--- src/rtl/modular_arithmetic_unit_top_assert.svh ---
// Assertion macros for the modular arithmetic unit.
`ifndef MODULAR_ARITHMETIC_UNIT_TOP_ASSERT_SVH
`define MODULAR_ARITHMETIC_UNIT_TOP_ASSERT_SVH
`ifndef SYNTHESIS
`define MAU_ASSERT_IMPL(label, clk, rst_n, ante, cons) \
    label: assert property (@(posedge clk) disable iff (!rst_n) (ante) |-> (cons)) \
        else $error("assertion failed");
`define MAU_ASSERT_NEXT(label, clk, rst_n, ante, cons) \
    label: assert property (@(posedge clk) disable iff (!rst_n) (ante) |=> (cons)) \
        else $error("assertion failed");
`else
`define MAU_ASSERT_IMPL(label, clk, rst_n, ante, cons)
`define MAU_ASSERT_NEXT(label, clk, rst_n, ante, cons)
`endif
`endif

--- src/rtl/mau_pkg.sv ---
// Package: types, codes and constants of the modular arithmetic unit.
`default_nettype none
package mau_pkg;
    localparam int unsigned ResW = 31;
    localparam logic [30:0] ModulusReset = 31'd1000000007;

    typedef enum logic [3:0] {
        FN_REDUCE = 4'd0, FN_NEG = 4'd1, FN_ADD = 4'd2, FN_SUB = 4'd3,
        FN_MUL = 4'd4, FN_DIV = 4'd5, FN_POW = 4'd6, FN_INV = 4'd7,
        FN_EQ = 4'd8
    } func_t;

    typedef struct packed {
        logic [3:0]  func;
        logic [63:0] operand_a;
        logic [63:0] operand_b;
        logic [62:0] exponent;
    } in_item_t;

    typedef struct packed {
        logic [30:0] result;
        logic        not_invertible;
    } out_item_t;

    // Datapath operations issued by the controller
    typedef enum logic [3:0] {
        OP_NONE, OP_LOAD, OP_RED_A, OP_RED_B, OP_FIX_A, OP_FIX_B, OP_SIMPLE,
        OP_MUL_START, OP_MUL_STEP, OP_POW_SQ, OP_POW_MUL, OP_POW_SHIFT,
        OP_GCD_INIT, OP_GCD_STEP, OP_INV_FIX, OP_DIV_MUL
    } dp_op_t;

    typedef enum logic [3:0] {
        ST_IDLE, ST_LOAD, ST_RED, ST_FIX, ST_DISPATCH, ST_MUL, ST_POW,
        ST_POW_WAIT, ST_GCD, ST_INV_FIX, ST_DIV_MUL, ST_DONE, ST_OUT
    } state_t;

    typedef struct packed {
        dp_op_t op;
        logic   sel_b;
    } dp_cmd_t;

    typedef struct packed {
        func_t func;
        logic  div_done;   // divider finished current reduction
        logic  exp_zero;
        logic  exp_lsb;
        logic  gcd_done;
        logic  gcd_one;
        logic  m_is_one;
    } dp_status_t;

    localparam logic [0:0] RegModulus = 1'b0;
endpackage
`default_nettype wire

--- src/rtl/mau_ctrl.sv ---
// Controller: sequences reductions, multiplies, pow and gcd loops.
`default_nettype none
module mau_ctrl (
    input  wire logic                 clk,
    input  wire logic                 rst_n,
    input  wire logic                 in_fire,
    input  wire logic                 out_free,
    input  wire mau_pkg::dp_status_t  status,
    output mau_pkg::dp_cmd_t          cmd,
    output logic                      idle,
    output logic                      out_load
);
    mau_pkg::state_t state_reg, state_next;
    logic pow_mul_reg, pow_mul_next;
    logic div_phase_reg, div_phase_next;

    always_ff @(posedge clk or negedge rst_n)
    begin
        if (!rst_n)
        begin
            state_reg <= mau_pkg::ST_IDLE;
            pow_mul_reg <= 1'b0;
            div_phase_reg <= 1'b0;
        end
        else
        begin
            state_reg <= state_next;
            pow_mul_reg <= pow_mul_next;
            div_phase_reg <= div_phase_next;
        end
    end

    always_comb
    begin
        state_next = state_reg;
        pow_mul_next = pow_mul_reg;
        div_phase_next = div_phase_reg;
        cmd.op = mau_pkg::OP_NONE;
        cmd.sel_b = 1'b0;
        idle = 1'b0;
        out_load = 1'b0;
        unique case (state_reg)
            mau_pkg::ST_IDLE:
            begin
                idle = 1'b1;
                if (in_fire)
                begin
                    cmd.op = mau_pkg::OP_LOAD;
                    state_next = mau_pkg::ST_LOAD;
                end
            end
            mau_pkg::ST_LOAD:
                if (status.div_done)
                begin
                    cmd.op = mau_pkg::OP_RED_A;
                    state_next = mau_pkg::ST_RED;
                end
            mau_pkg::ST_RED:
                if (status.div_done)
                begin
                    cmd.op = mau_pkg::OP_RED_B;
                    state_next = mau_pkg::ST_FIX;
                end
            mau_pkg::ST_FIX:
            begin
                cmd.op = mau_pkg::OP_FIX_A;
                state_next = mau_pkg::ST_DISPATCH;
            end
            mau_pkg::ST_DISPATCH:
            begin
                unique case (status.func)
                    mau_pkg::FN_MUL:
                    begin
                        cmd.op = mau_pkg::OP_MUL_START;
                        cmd.sel_b = 1'b1;
                        state_next = mau_pkg::ST_MUL;
                    end
                    mau_pkg::FN_POW:
                    begin
                        cmd.op = mau_pkg::OP_GCD_INIT; // sets acc to 1 mod m
                        pow_mul_next = 1'b1;
                        state_next = mau_pkg::ST_POW;
                    end
                    mau_pkg::FN_DIV, mau_pkg::FN_INV:
                    begin
                        cmd.op = mau_pkg::OP_GCD_INIT;
                        state_next = mau_pkg::ST_GCD;
                    end
                    default:
                    begin
                        cmd.op = mau_pkg::OP_SIMPLE;
                        state_next = mau_pkg::ST_DONE;
                    end
                endcase
            end
            mau_pkg::ST_MUL:
                if (status.div_done)
                begin
                    cmd.op = mau_pkg::OP_POW_SHIFT;
                    state_next = mau_pkg::ST_DONE;
                end
            mau_pkg::ST_POW:
            begin
                if (status.exp_zero)
                    state_next = mau_pkg::ST_DONE;
                else if (pow_mul_reg)
                begin
                    pow_mul_next = 1'b0;
                    if (status.exp_lsb)
                    begin
                        cmd.op = mau_pkg::OP_POW_MUL;
                        state_next = mau_pkg::ST_POW_WAIT;
                    end
                end
                else
                begin
                    pow_mul_next = 1'b1;
                    cmd.op = mau_pkg::OP_POW_SQ;
                    cmd.sel_b = 1'b0;
                    state_next = mau_pkg::ST_POW_WAIT;
                end
            end
            mau_pkg::ST_POW_WAIT:
                if (status.div_done)
                begin
                    cmd.op = mau_pkg::OP_POW_SHIFT;
                    state_next = mau_pkg::ST_POW;
                end
            mau_pkg::ST_GCD:
            begin
                if (!div_phase_reg && status.gcd_done)
                begin
                    cmd.op = mau_pkg::OP_INV_FIX;
                    state_next = mau_pkg::ST_INV_FIX;
                end
                else if (!div_phase_reg)
                begin
                    cmd.op = mau_pkg::OP_GCD_STEP;
                    div_phase_next = 1'b1;
                end
                else if (status.div_done)
                begin
                    cmd.op = mau_pkg::OP_GCD_STEP;
                    div_phase_next = 1'b0;
                end
            end
            mau_pkg::ST_INV_FIX:
            begin
                if (status.func == mau_pkg::FN_DIV && status.gcd_one && !status.m_is_one)
                begin
                    cmd.op = mau_pkg::OP_DIV_MUL;
                    cmd.sel_b = 1'b0;
                    state_next = mau_pkg::ST_DIV_MUL;
                end
                else
                    state_next = mau_pkg::ST_DONE;
            end
            mau_pkg::ST_DIV_MUL:
                if (status.div_done)
                begin
                    cmd.op = mau_pkg::OP_POW_SHIFT;
                    state_next = mau_pkg::ST_DONE;
                end
            mau_pkg::ST_DONE:
                if (out_free)
                begin
                    out_load = 1'b1;
                    state_next = mau_pkg::ST_IDLE;
                end
            default:
                state_next = mau_pkg::ST_IDLE;
        endcase
    end

    `include "modular_arithmetic_unit_top_assert.svh"
    `MAU_ASSERT_IMPL(a_load_idle, clk, rst_n, in_fire, state_reg == mau_pkg::ST_IDLE)
    `MAU_ASSERT_NEXT(a_out_ret, clk, rst_n, out_load, state_reg == mau_pkg::ST_IDLE)
    `MAU_ASSERT_NEXT(a_fix_disp, clk, rst_n, state_reg == mau_pkg::ST_FIX, state_reg == mau_pkg::ST_DISPATCH)
endmodule
`default_nettype wire

--- config.mk ---
export PLATFORM = sky130hd
export DESIGN_NAME = mau_ctrl
export DESIGN_NICKNAME = d
export VERILOG_FILES = /design/src/rtl/mau_pkg.sv /design/src/rtl/mau_ctrl.sv
export VERILOG_INCLUDE_DIRS = /design/src /design/src/rtl
export SDC_FILE = /design/constraint.sdc
export NUM_CORES = 1
export LEC_CHECK = 0
export ABC_AREA = 1
export ABC_CLOCK_PERIOD_IN_PS = 2070
export BUFFER_PORTS_ARGS = -buffer_cell sky130_fd_sc_hd__buf_2
export CORE_MARGIN = 5
export CORE_UTILIZATION = 53
export CTS_BUF_LIST = sky130_fd_sc_hd__clkbuf_4 sky130_fd_sc_hd__clkbuf_8
export DETAILED_ROUTE_END_ITERATION = 8
export PLACE_DENSITY_LB_ADDON = 0.12
export SYNTH_ARGS = -nofsm -noshare
export SYNTH_HDL_FRONTEND = slang
export SYNTH_SLANG_ARGS = --single-unit
--- constraint.sdc ---
create_clock -name clk -period 2.07 [get_ports clk]
set_input_delay 0.621 -clock clk [delete_from_list [all_inputs] [get_ports clk]]
set_output_delay 0.621 -clock clk [all_outputs]
set_load 0.02 [all_outputs]
## Word level (Yosys, flattened, before mapping)

Cells that the tools add are included.
W data, S select, Z words.

| storage, ports and cells | value |
|---|---|
| memories kept | 0 |
| RAM bits | 0 |
| latch bits | 0 |
| logic and storage cells | 80 |
| output and inout bits | 7 |
| input port bits | 14 |
| register bits after elaboration | 6 |
| memory bits (read-only) | 0 |

| cells by class | value |
|---|---|
| muxes and demuxes | 37 |
| shift operators | 0 |
| add/subtract/negate cells | 0 |
| equality and inequality tests | 25 |
| multipliers | 0 |
| $lt $le $gt $ge | 0 |
| bitwise logic cells | 1 |
| reduce and logical (&&, ||, !) cells | 14 |
| divide/modulo/power cells | 0 |

Operator list:

| kind | count |
|---|---|
| $mux W4 | 16 |
| $pmux W4 S11 | 1 |
| $pmux W4 S9 | 1 |
| $eq A4 B3 Y1 const B | 8 |
| $eq A4 B4 Y1 const B | 4 |
| $ne A2 B2 Y1 const B | 7 |
| $pmux W4 S3 | 1 |
| $mux W1 | 11 |
| $mux W5 | 2 |
| $eq A4 B2 Y1 const B | 2 |
| $pmux W4 S2 | 1 |
| $reduce_and A8 Y1 | 1 |
| $reduce_or A3 Y1 | 2 |
| $eq A4 B1 Y1 const B | 1 |
| $logic_not A4 Y1 | 1 |
| $mux W2 | 2 |
| $ne A2 B1 Y1 const B | 2 |
| $ne A4 B4 Y1 const B | 1 |
| $reduce_or A2 Y1 | 2 |
| $logic_and A1 B1 Y1 | 3 |
| $pmux W1 S3 | 1 |
| $reduce_and A3 Y1 | 1 |
| $logic_not A1 Y1 | 2 |
| $pmux W1 S2 | 1 |
| other kinds (3) | 3 |

## Longest topological paths before layout

Gate-level depths: netlist of the first run.

| depth | value |
|---|---|
| depth in word-level cells | 5 |
| mapped depth | 10 |
| mapped depth without buffers | 9 |

## Least setup slack after synthesis of the first run

OpenSTA, ideal clock, no wires.

| timing | value |
|---|---|
| path type | input to output |
| start point | input port status[8] (netlist name) |
| end point | output port cmd[1] (netlist name) |
| path buffers | 0 |
| data arrival time | 1.405 ns |
| cell stages on the path | 6 |
| data required time | 1.449 ns |
| setup slack | 0.044 ns |
| cell sequence | inv_1 -> nor2_1 -> nand3_2 -> nor2_2 -> nor2_1 -> nand3_1 |

RTL lines:

| item | RTL line | source |
|---|---|---|
| start, declared | mau_ctrl.sv:8 | `input wire mau_pkg::dp_status_t status,` |
| end, declared | mau_ctrl.sv:9 | `output mau_pkg::dp_cmd_t cmd,` |

==> out/metrics.cfg, run 1 <==
[setup_path]
worstPathRequired_ps = 1450
cp-start-kind = flop
crit_path_end_kind = primary output
max_stage_delay_ps = 390
startpoint = state_reg[3]
critPathKind = reg2out
worst-path-max-fanout = 4
path_cells = inv_2 -> nand2_4 -> nor2_4 -> nand3_2 -> nor2_4 -> nor2_2 -> nand3_1 -> buf_6
arrival_ps = 1540
r2r_start = state_reg[3]
slowest_stage = dfrtp_1
path_common_cell = nor2_4

[finish]
area_delta_synth_final_pct = 51.39
antenna-diode-count = 0
regArea_um2 = 153.9
fillers = 92
nets = 181
layout-drive-gt1-share_pct = 48.48
largest_reg_flops = 4
multi_input_area_um2 = 533.0

[timing]
fin_ws_ps = -94.95
rsz0062_at_grt = true
hold_viol_final = 0
fmax_ghz = 0.4619
final.setup.tns_ps = -179.2
finalSetupViolations = 3
fin_skew_ps = 2.672
finalCritPeriodShare_pct = 104.6
slew_headroom_pct = 83.11
tightest_slew_ps = 251.7
maxSlewViolCount = 0
fin_crit_ps = 2165

[die]
coreArea_um2 = 1301
row_count = 13
start_util_pct = 55.38
die_h_um = 46.88
io_pins = 21
die_width_um = 46.88
die_area_um2 = 2197

[detailed_routing]
via_per_inst = 5.322
wl_per_cell_um = 12.54
num_vias = 958
dr.pass1.iters = 4
ant_nets = 0
drt_iter0_drc = 14
drc = 0
wirelength_mm = 2.257

[clock_network]
cts_root_buf = clkbuf_4
clock_latency_ps = 230
cts.sinks = 6
clkSlewWorstSetupHoldPaths_ps = 40
cts_buffers = 3
clk_path_buf_depth = 2
cts_tree = yes
cts.htree.levels = 1

[pwr]
power_w = 0.001415
vdd_drop_max_uv = 934.2
p_leak_nw = 0.5967
pwr_density_cell_nw_per_um2 = 1297

[logic_synthesis]
synth.most_common_cell = nand2_1
avgSynthCellArea_um2 = 5.766
async_flop_share_pct = 100.0
synth_cell_type_count = 19
synth-main-ff-cell = dfrtp_1
yosysTopAreaCell = dfrtp_1
synth.area.top_cells = dfrtp_1 21%, nand2_1 18%, inv_1 12%
yosys-top-cells-count = 34 x nand2_1, 23 x inv_1, 17 x nand3_1
ys_ff_latch = 6
synth-edff-count = 0
synthesis.nets = 139
synth_top_area_share_pct = 20.83
synth-warning-count = 0
synth_cells = 125
netlist_area_um2 = 720.7
ys_seq_area_share_pct = 20.83

[global_route]
grt_pass1_wl_mm = 3.422
grt_pass1_vias = 890
track_usage_pct = 21.93
grt_max_degree = 7
antenna_found_initial = 0
grt_overflow_total = 0

[outcome]
status = finished with violations
violations = negative setup slack

[placement]
dpl.hpwl_mm = 1.661
numPortBuffers = 20
place.gp.congestion = 0.8843

[run]
drv_cap = 0

[worst_hold_path]
min_path_type = in2async

==> final timing paths <==
kind                                end  slack [ps]  depth (start not counted)
min in group clk           state_reg[3]         610                          3
hold / removal              pow_mul_reg         200                          1
setup / recovery                 cmd[1]         -90                          8
max in group asynchronous  state_reg[0]        1720                          1
setup reg to reg            pow_mul_reg         470                          9
hold reg to reg            state_reg[3]         610                          3
==> stage by stage <==
stage	utilization (%)	cells	setup slack [ps]	hold slack, ps	cell area (µm²)
2_1_floorplan	-	125	43.50	325.4	720.7
3_3_place_gp	69.42	169	-31.80	445.0	903.4
3_5_place_dp	69.42	169	-44.56	447.1	903.4
4_1_cts	81.15	178	-32.59	189.8	1056
5_1_grt	83.85	180	-169.3	183.3	1091
6_report	83.85	180	-94.95	197.7	1091
==> cell usage in the layout (no fill, tap or decap), types with 4 or more instances in the layout <==
master	n
nand4_1	5
nor2_4	8
inv_1	17
buf_2	15
nand3_1	16
buf_6	4
buf_4	19
o21ai_0	6
nand2_1	27
inv_2	8
nand2_2	8
==> kinds of logic (layout without fill, tap and decap cells) <==
group | count (synthesis) | in the layout | share of synthesized area, %
AO/OA/AOI/OAI | 15 | 15 | 11.28
flip-flops | 6 | 6 | 20.83
AND/OR/NAND/NOR | 77 | 77 | 52.78
buffers and inverters | 27 | 67 | 15.10
==> layout make-up <==
cell class | instances | area share, %
Multi-Input combinational cell | 92 | 48.85
Inverter | 26 | 9.174
Timing Repair Buffer | 38 | 24.08
Clock buffer | 3 | 2.064
Sequential cell | 6 | 14.11
Tap cell | 15 | 1.720
==> where the power goes <==
group	internal [W]	switching, W
sequential	0.000180	0.0000784
combinational	0.000432	0.000625
clock	0.0000651	0.0000350
total	0.000676	0.000739
==> layer usage <==
layer / share of wire [%] / up-vias / global-route usage [%]
li1: - / 481 / -
met1: 42 / 438 / 23.91
met2: 52 / 31 / 36.86
met3: 3.9 / 8 / 4.598
met4: 2.4 / 0 / 16.57
met5: 0 / - / 0
==> timing repair <==
item / 4_1_cts / 5_1_grt
hold buffers: 0 / 0
resized for setup: 35 / 7
setup endpoints to repair: 5 / 5
setup buffers: 6 / 2
pin swaps: 9 / 4
==> worst max-delay path, delay by kind of cell, from the launching register on <==
family                 cells  cell delay [ps]
buffers and inverters      2              230
flip-flops                 1              390
AND/OR/NAND/NOR            6              700
Power figures use the tool's default switching activity.
==> inputs of run 2 (changes only) <==
--- a/config.mk
+++ b/config.mk
@@ -7,12 +7,12 @@
 export NUM_CORES = 1
 export LEC_CHECK = 0
 export ABC_AREA = 1
-export ABC_CLOCK_PERIOD_IN_PS = 2070
+export ABC_CLOCK_PERIOD_IN_PS = 2600
 export BUFFER_PORTS_ARGS = -buffer_cell sky130_fd_sc_hd__buf_2
-export CORE_MARGIN = 5
-export CORE_UTILIZATION = 53
+export CORE_AREA = 5 5 42 44
 export CTS_BUF_LIST = sky130_fd_sc_hd__clkbuf_4 sky130_fd_sc_hd__clkbuf_8
 export DETAILED_ROUTE_END_ITERATION = 8
+export DIE_AREA = 0 0 47 49
 export PLACE_DENSITY_LB_ADDON = 0.12
 export SYNTH_ARGS = -nofsm -noshare
 export SYNTH_HDL_FRONTEND = slang
==> constraint.sdc (replaced) <==
create_clock -name clk -period 2.6 [get_ports clk]
set_input_delay 0.78 -clock clk [delete_from_list [all_inputs] [get_ports clk]]
set_output_delay 0.78 -clock clk [all_outputs]
set_load 0.02 [all_outputs]
==> out/metrics.cfg, run 2 (synthesis results as in run 1) <==
[detailed_routing]
drc = 0  ; unchanged
via_per_inst = 5.086  ; was 5.322
dr.pass1.iters = 4  ; unchanged
ant_nets = 0  ; unchanged
wirelength_mm = 1.723  ; was 2.257 mm
num_vias = 829  ; was 958
drt_iter0_drc = 19  ; was 14
wl_per_cell_um = 10.57  ; was 12.54 µm

[timing]
final.setup.tns_ps = 0  ; was -179.2 ps
finalSetupViolations = 0  ; was 3
hold_ws_ps = 348.1  ; was 197.7 ps
fin_skew_ps = 3.064  ; was 2.672 ps
rsz0062_at_grt = false  ; was true
tightest_slew_ps = 310.4  ; was 251.7 ps
slew_headroom_pct = 79.23  ; was 83.11%
maxSlewViolCount = 0  ; unchanged
fmax_ghz = 0.4088
fin_crit_ps = 2446
hold_viol_final = 0  ; unchanged
finalCritPeriodShare_pct = 94.08
fin_ws_ps = 154.0  ; was -94.95 ps

[placement]
place.gp.congestion = 0.8198  ; was 0.8843
dpl.hpwl_mm = 1.525  ; was 1.661 mm
numPortBuffers = 20  ; unchanged
pre_cts_ws_ps = 120.4  ; was -44.56 ps
place_inst = 160  ; was 169

[clock_network]
cts_hold_buf = 0  ; unchanged
clock_latency_ps = 240  ; was 230 ps
clk_path_buf_depth = 2  ; unchanged
cts_tree = yes  ; unchanged
cts.htree.levels = 1  ; unchanged
cts.sinks = 6  ; unchanged
cts_root_buf = clkbuf_4  ; unchanged
cts_buffers = 3  ; unchanged
cts_setup_buffers = 0  ; was 6
clkSlewWorstSetupHoldPaths_ps = 40  ; about the same

[setup_path]
reg2reg_slack_ps = 1150  ; was 470 ps
cp-start-kind = primary input  ; was flop
critPathKind = in2out  ; was reg2out
crit_path_end_kind = primary output  ; unchanged
slowest_stage = buf_2  ; was dfrtp_1
arrival_ps = 1670  ; was 1540 ps
max_stage_delay_ps = 190  ; was 390 ps
worst-path-max-fanout = 2  ; was 4
worstPathRequired_ps = 1820  ; was 1450 ps
path_cells = buf_2 -> inv_1 -> nand2_1 -> nor2_1 -> nand3_1 -> nand2_1 -> inv_1 -> o211ai_1 -> buf_2  ; was inv_2 -> nand2_4 -> nor2_4 -> nand3_2 -> nor2_4 -> nor2_2 -> nand3_1 -> buf_6

[outcome]
status = finished clean  ; was finished with violations

[finish]
layout.cells.non_filler = 163  ; was 180
nets = 163  ; was 181
largest_reg_flops = 4  ; unchanged
area_delta_synth_final_pct = 18.92  ; was 51.39%
antenna-diode-count = 0  ; unchanged
final_common_cell = nand2_1  ; unchanged
final_cell_mix = 34 x nand2_1, 23 x inv_1, 20 x buf_2, 17 x nand3_1, 8 x o21ai_0  ; was 27 x nand2_1, 19 x buf_4, 17 x inv_1, 16 x nand3_1, 15 x buf_2
final_util_pct = 61.16  ; was 83.85%
layout-drive-gt1-share_pct = 27.21  ; was 48.48%

[run]
drv_cap = 0  ; unchanged

[global_route]
grt_max_degree = 9  ; was 7
grt_pass1_wl_mm = 2.877  ; was 3.422 mm
track_usage_pct = 17.08  ; was 21.93%
grt_overflow_total = 0  ; unchanged
grt_pass1_vias = 718  ; was 890
antenna_found_initial = 0  ; unchanged

[die]
die_width_um = 47  ; was 46.88 µm
start_util_pct = 51.43  ; was 55.38%
die_area_um2 = 2303  ; was 2197 µm²
coreArea_um2 = 1401  ; was 1301 µm²
row_count = 14  ; was 13
die_h_um = 49  ; was 46.88 µm
io_pins = 21  ; unchanged

[pwr]
pwr_density_cell_nw_per_um2 = 1012  ; was 1297 nW/µm²
vdd_drop_max_uv = 628.6  ; was 934.2 µV
p_leak_nw = 0.5023  ; was 0.5967 nW

[worst_hold_path]
min_path_type = in2async  ; unchanged

run 2: cell count changes in the layout (fill, tap and decap cells not counted), moves of 3 or more:
cell and delta:
buf_2 +5, buf_4 -19, buf_6 -4, dfrtp_1 +3, dfrtp_2 -3, inv_1 +6, inv_2 -5, nand2_1 +7
nand2_2 -5, nor2_1 +4, nor2_4 -4
run 2: through the flow:
stage	area (µm²)	power [W]
2_1_floorplan	720.7	0.0006508
3_3_place_gp	829.5	0.0007726
3_5_place_dp	829.5	0.0007821
4_1_cts	852.1	0.0008685
5_1_grt	857.1	0.0009696
6_report	857.1	0.0008677
run 2: metal layers:
| layer | track usage (%) | wire length (µm) | up-vias |
|---|---|---|---|
| met5 | 0 | 0 | - |
| met4 | 9.677 | 45 | 0 |
| met3 | 2.214 | 101 | 5 |
| met2 | 26.24 | 806 | 26 |
| met1 | 21.97 | 769 | 356 |
| li1 | - | - | 442 |
run 2: layout make-up:
type / instances / area (µm²)
tap: 16 / 20.02
clock buffer: 3 / 22.52
fill: 139 / 544.3
sequential: 6 / 150.1
multi-input combinational: 92 / 466.7
timing repair buffer: 20 / 100.1
inverter: 26 / 97.59
run 2: repair_timing:
| action | in CTS | in global routing |
|---|---|---|
| resized for setup | 0 | 2 |
| setup endpoints to repair | 0 | 2 |
| endpoints found under the hold margin | 0 | 0 |
run 2: where the power goes:
part | leakage, nW | internal [W] | total [W] | switching, W
clock network | 0.0138 | 0.0000519 | 0.0000816 | 0.0000297
registers | 0.0731 | 0.000139 | 0.000192 | 0.0000533
logic | 0.415 | 0.000199 | 0.000594 | 0.000395
total | 0.502 | 0.000390 | 0.000868 | 0.000478
run 2: critical path: cells and delay by family:
family          cells  cell delay [ps]
simple gates        4              400
buf+inv             4              390
compound gates      1               80
run 2: path summary, 6_finish.rpt:
kind | depth (start not counted) | to | start
hold / removal | 1 | pow_mul_reg | rst_n
setup / recovery | 9 | cmd[4] | status[9]
hold reg to reg | 2 | state_reg[3] | state_reg[3]
setup reg to reg | 8 | state_reg[2] | state_reg[0]
max in group asynchronous | 1 | state_reg[1] | rst_n
min in group clk | 2 | state_reg[3] | state_reg[3]
==> inputs of run 3 (changes only) <==
--- a/config.mk
+++ b/config.mk
@@ -13,7 +13,7 @@
 export CTS_BUF_LIST = sky130_fd_sc_hd__clkbuf_4 sky130_fd_sc_hd__clkbuf_8
 export DETAILED_ROUTE_END_ITERATION = 8
 export DIE_AREA = 0 0 47 49
-export PLACE_DENSITY_LB_ADDON = 0.12
+export PLACE_DENSITY = 0.83
 export SYNTH_ARGS = -nofsm -noshare
 export SYNTH_HDL_FRONTEND = slang
 export SYNTH_SLANG_ARGS = --single-unit
==> out/metrics.cfg, run 3 (synthesis results as in run 1) <==
[outcome]
status = finished clean  ; unchanged

[timing]
hold_viol_final = 0  ; unchanged
maxSlewViolCount = 0  ; unchanged
fin_crit_ps = 2458  ; was 2446 ps
fin_ws_ps = 141.8  ; was 154.0 ps
tightest_slew_ps = 337.0  ; was 310.4 ps
final.setup.tns_ps = 0  ; unchanged
finalSetupViolations = 0  ; unchanged
finalCritPeriodShare_pct = 94.55  ; was 94.08%
fmax_ghz = 0.4068  ; was 0.4088 GHz
rsz0062_at_grt = false  ; unchanged
slew_headroom_pct = 77.45  ; was 79.23%
fin_skew_ps = 3.030  ; was 3.064 ps

[finish]
final_cell_mix = 34 x nand2_1, 23 x inv_1, 20 x buf_2, 17 x nand3_1, 8 x o21ai_0  ; unchanged
nets = 163  ; unchanged
antenna-diode-count = 0  ; unchanged
layout.cells.non_filler = 163  ; unchanged
multi_input_area_um2 = 469.2  ; was 466.7 µm²
regArea_um2 = 150.1  ; unchanged
area_delta_synth_final_pct = 19.27  ; was 18.92%
fillers = 143  ; was 139
layout-drive-gt1-share_pct = 27.89  ; was 27.21%
final_util_pct = 61.34  ; was 61.16%
largest_reg_flops = 4  ; unchanged
final_common_cell = nand2_1  ; unchanged

[placement]
pre_cts_ws_ps = 119.1  ; was 120.4 ps
numPortBuffers = 20  ; unchanged
place.gp.congestion = 0.8483  ; was 0.8198
place_inst = 160  ; unchanged
dpl.hpwl_mm = 1.481  ; was 1.525 mm

[detailed_routing]
drt_iter0_drc = 22  ; was 19
ant_nets = 0  ; unchanged
drc = 0  ; unchanged
via_per_inst = 5.245  ; was 5.086
num_vias = 855  ; was 829
dr.pass1.iters = 4  ; unchanged
wirelength_mm = 1.705  ; was 1.723 mm
wl_per_cell_um = 10.46  ; was 10.57 µm

[global_route]
grt_overflow_total = 0  ; unchanged
grt_pass1_wl_mm = 2.960  ; was 2.877 mm
antenna_found_initial = 0  ; unchanged
grtUsageMet2_pct = 25.79  ; was 26.24%
grtUsageMet1_pct = 22.37  ; was 21.97%
track_usage_pct = 16.86  ; was 17.08%
met3_usage_pct = 2.583  ; was 2.214%
grt_max_degree = 9  ; unchanged
grt_pass1_vias = 762  ; was 718
grt.busiest_layer = met2  ; unchanged

[die]
row_count = 14  ; unchanged
die_width_um = 47  ; unchanged
die_area_um2 = 2303  ; unchanged
die_h_um = 49  ; unchanged
coreArea_um2 = 1401  ; unchanged
io_pins = 21  ; unchanged
start_util_pct = 51.43  ; unchanged

[clock_network]
clock_latency_ps = 230  ; was 240 ps
clkSlewWorstSetupHoldPaths_ps = 40  ; about the same
cts_buffers = 3  ; unchanged
cts_root_buf = clkbuf_4  ; unchanged
cts_tree = yes  ; unchanged
cts.htree.levels = 1  ; unchanged
cts.sinks = 6  ; unchanged
cts_setup_buffers = 0  ; unchanged
clk_path_buf_depth = 2  ; unchanged

[pwr]
p_leak_nw = 0.5022  ; was 0.5023 nW
power_w = 0.0008664  ; was 0.0008677 W
pwr_density_cell_nw_per_um2 = 1008  ; was 1012 nW/µm²
vdd_drop_max_uv = 543.2  ; was 628.6 µV

[setup_path]
arrival_ps = 1680  ; was 1670 ps
worstPathRequired_ps = 1820  ; about the same
worst-path-max-fanout = 6  ; was 2
crit_path_end_kind = primary output  ; unchanged
cp-start-kind = flop  ; was primary input
critPathKind = reg2out  ; was in2out

[worst_hold_path]
min_path_type = in2async  ; unchanged

[run]
drv_cap = 0  ; unchanged

## run 3: cell counts in the layout (fill, tap and decap cells not counted)
No cell type changed its count.
## run 3: critical path, cell delays in order (launching register included)
cell and delay (ps):
dfrtp_1 460, nor2_1 330, nand2_1 120, o21ai_0 230, a21oi_1 70, nand3_1 80
buf_2 160
## run 3: cell type report
cell class,instances,area share [%]
timing repair buffer,20,11.64
inverter,26,11.35
clock buffer,3,2.620
tap,16,2.329
sequential,6,17.47
multi-input combinational,92,54.59
## run 3: through the flow
stage	instance area, µm²	hold slack, ps
after detailed placement	829.5	494.1
after floorplan	720.7	463.0
final	859.6	356.4
after global routing	859.6	347.3
after CTS	852.1	350.1
after global placement	829.5	486.9
## run 3: timing repair
action                     CTS  global route
hold buffers                 0             0
resized for setup            0             3
setup endpoints to repair    0             3
## run 3: where the power goes
group	internal (W)	leakage, nW	switching, W	total, W
clock network	0.0000518	0.0138	0.0000276	0.0000795
logic	0.000199	0.415	0.000395	0.000594
registers	0.000139	0.0731	0.0000541	0.000193
total	0.000390	0.502	0.000477	0.000866
## run 3: routing by layer
metal / routed length (µm) / share of wire [%] / up-vias
li1: - / - / 444
met1: 706 / 41 / 368
met2: 802 / 47 / 41
met3: 181 / 11 / 2
met4: 14 / 0.82 / 0
met5: 0 / 0 / -
## run 3: path summary, 6_finish.rpt
kind	start	endpoint	slack, ps	cells past startpoint
hold / removal	rst_n	state_reg[0]	360	1
setup reg to reg	state_reg[0]	state_reg[2]	1180	8
max in group asynchronous	rst_n	state_reg[2]	2100	1
min in group clk	state_reg[3]	state_reg[3]	500	2
setup / recovery	state_reg[2]	cmd[1]	140	6
hold reg to reg	state_reg[3]	state_reg[3]	500	2
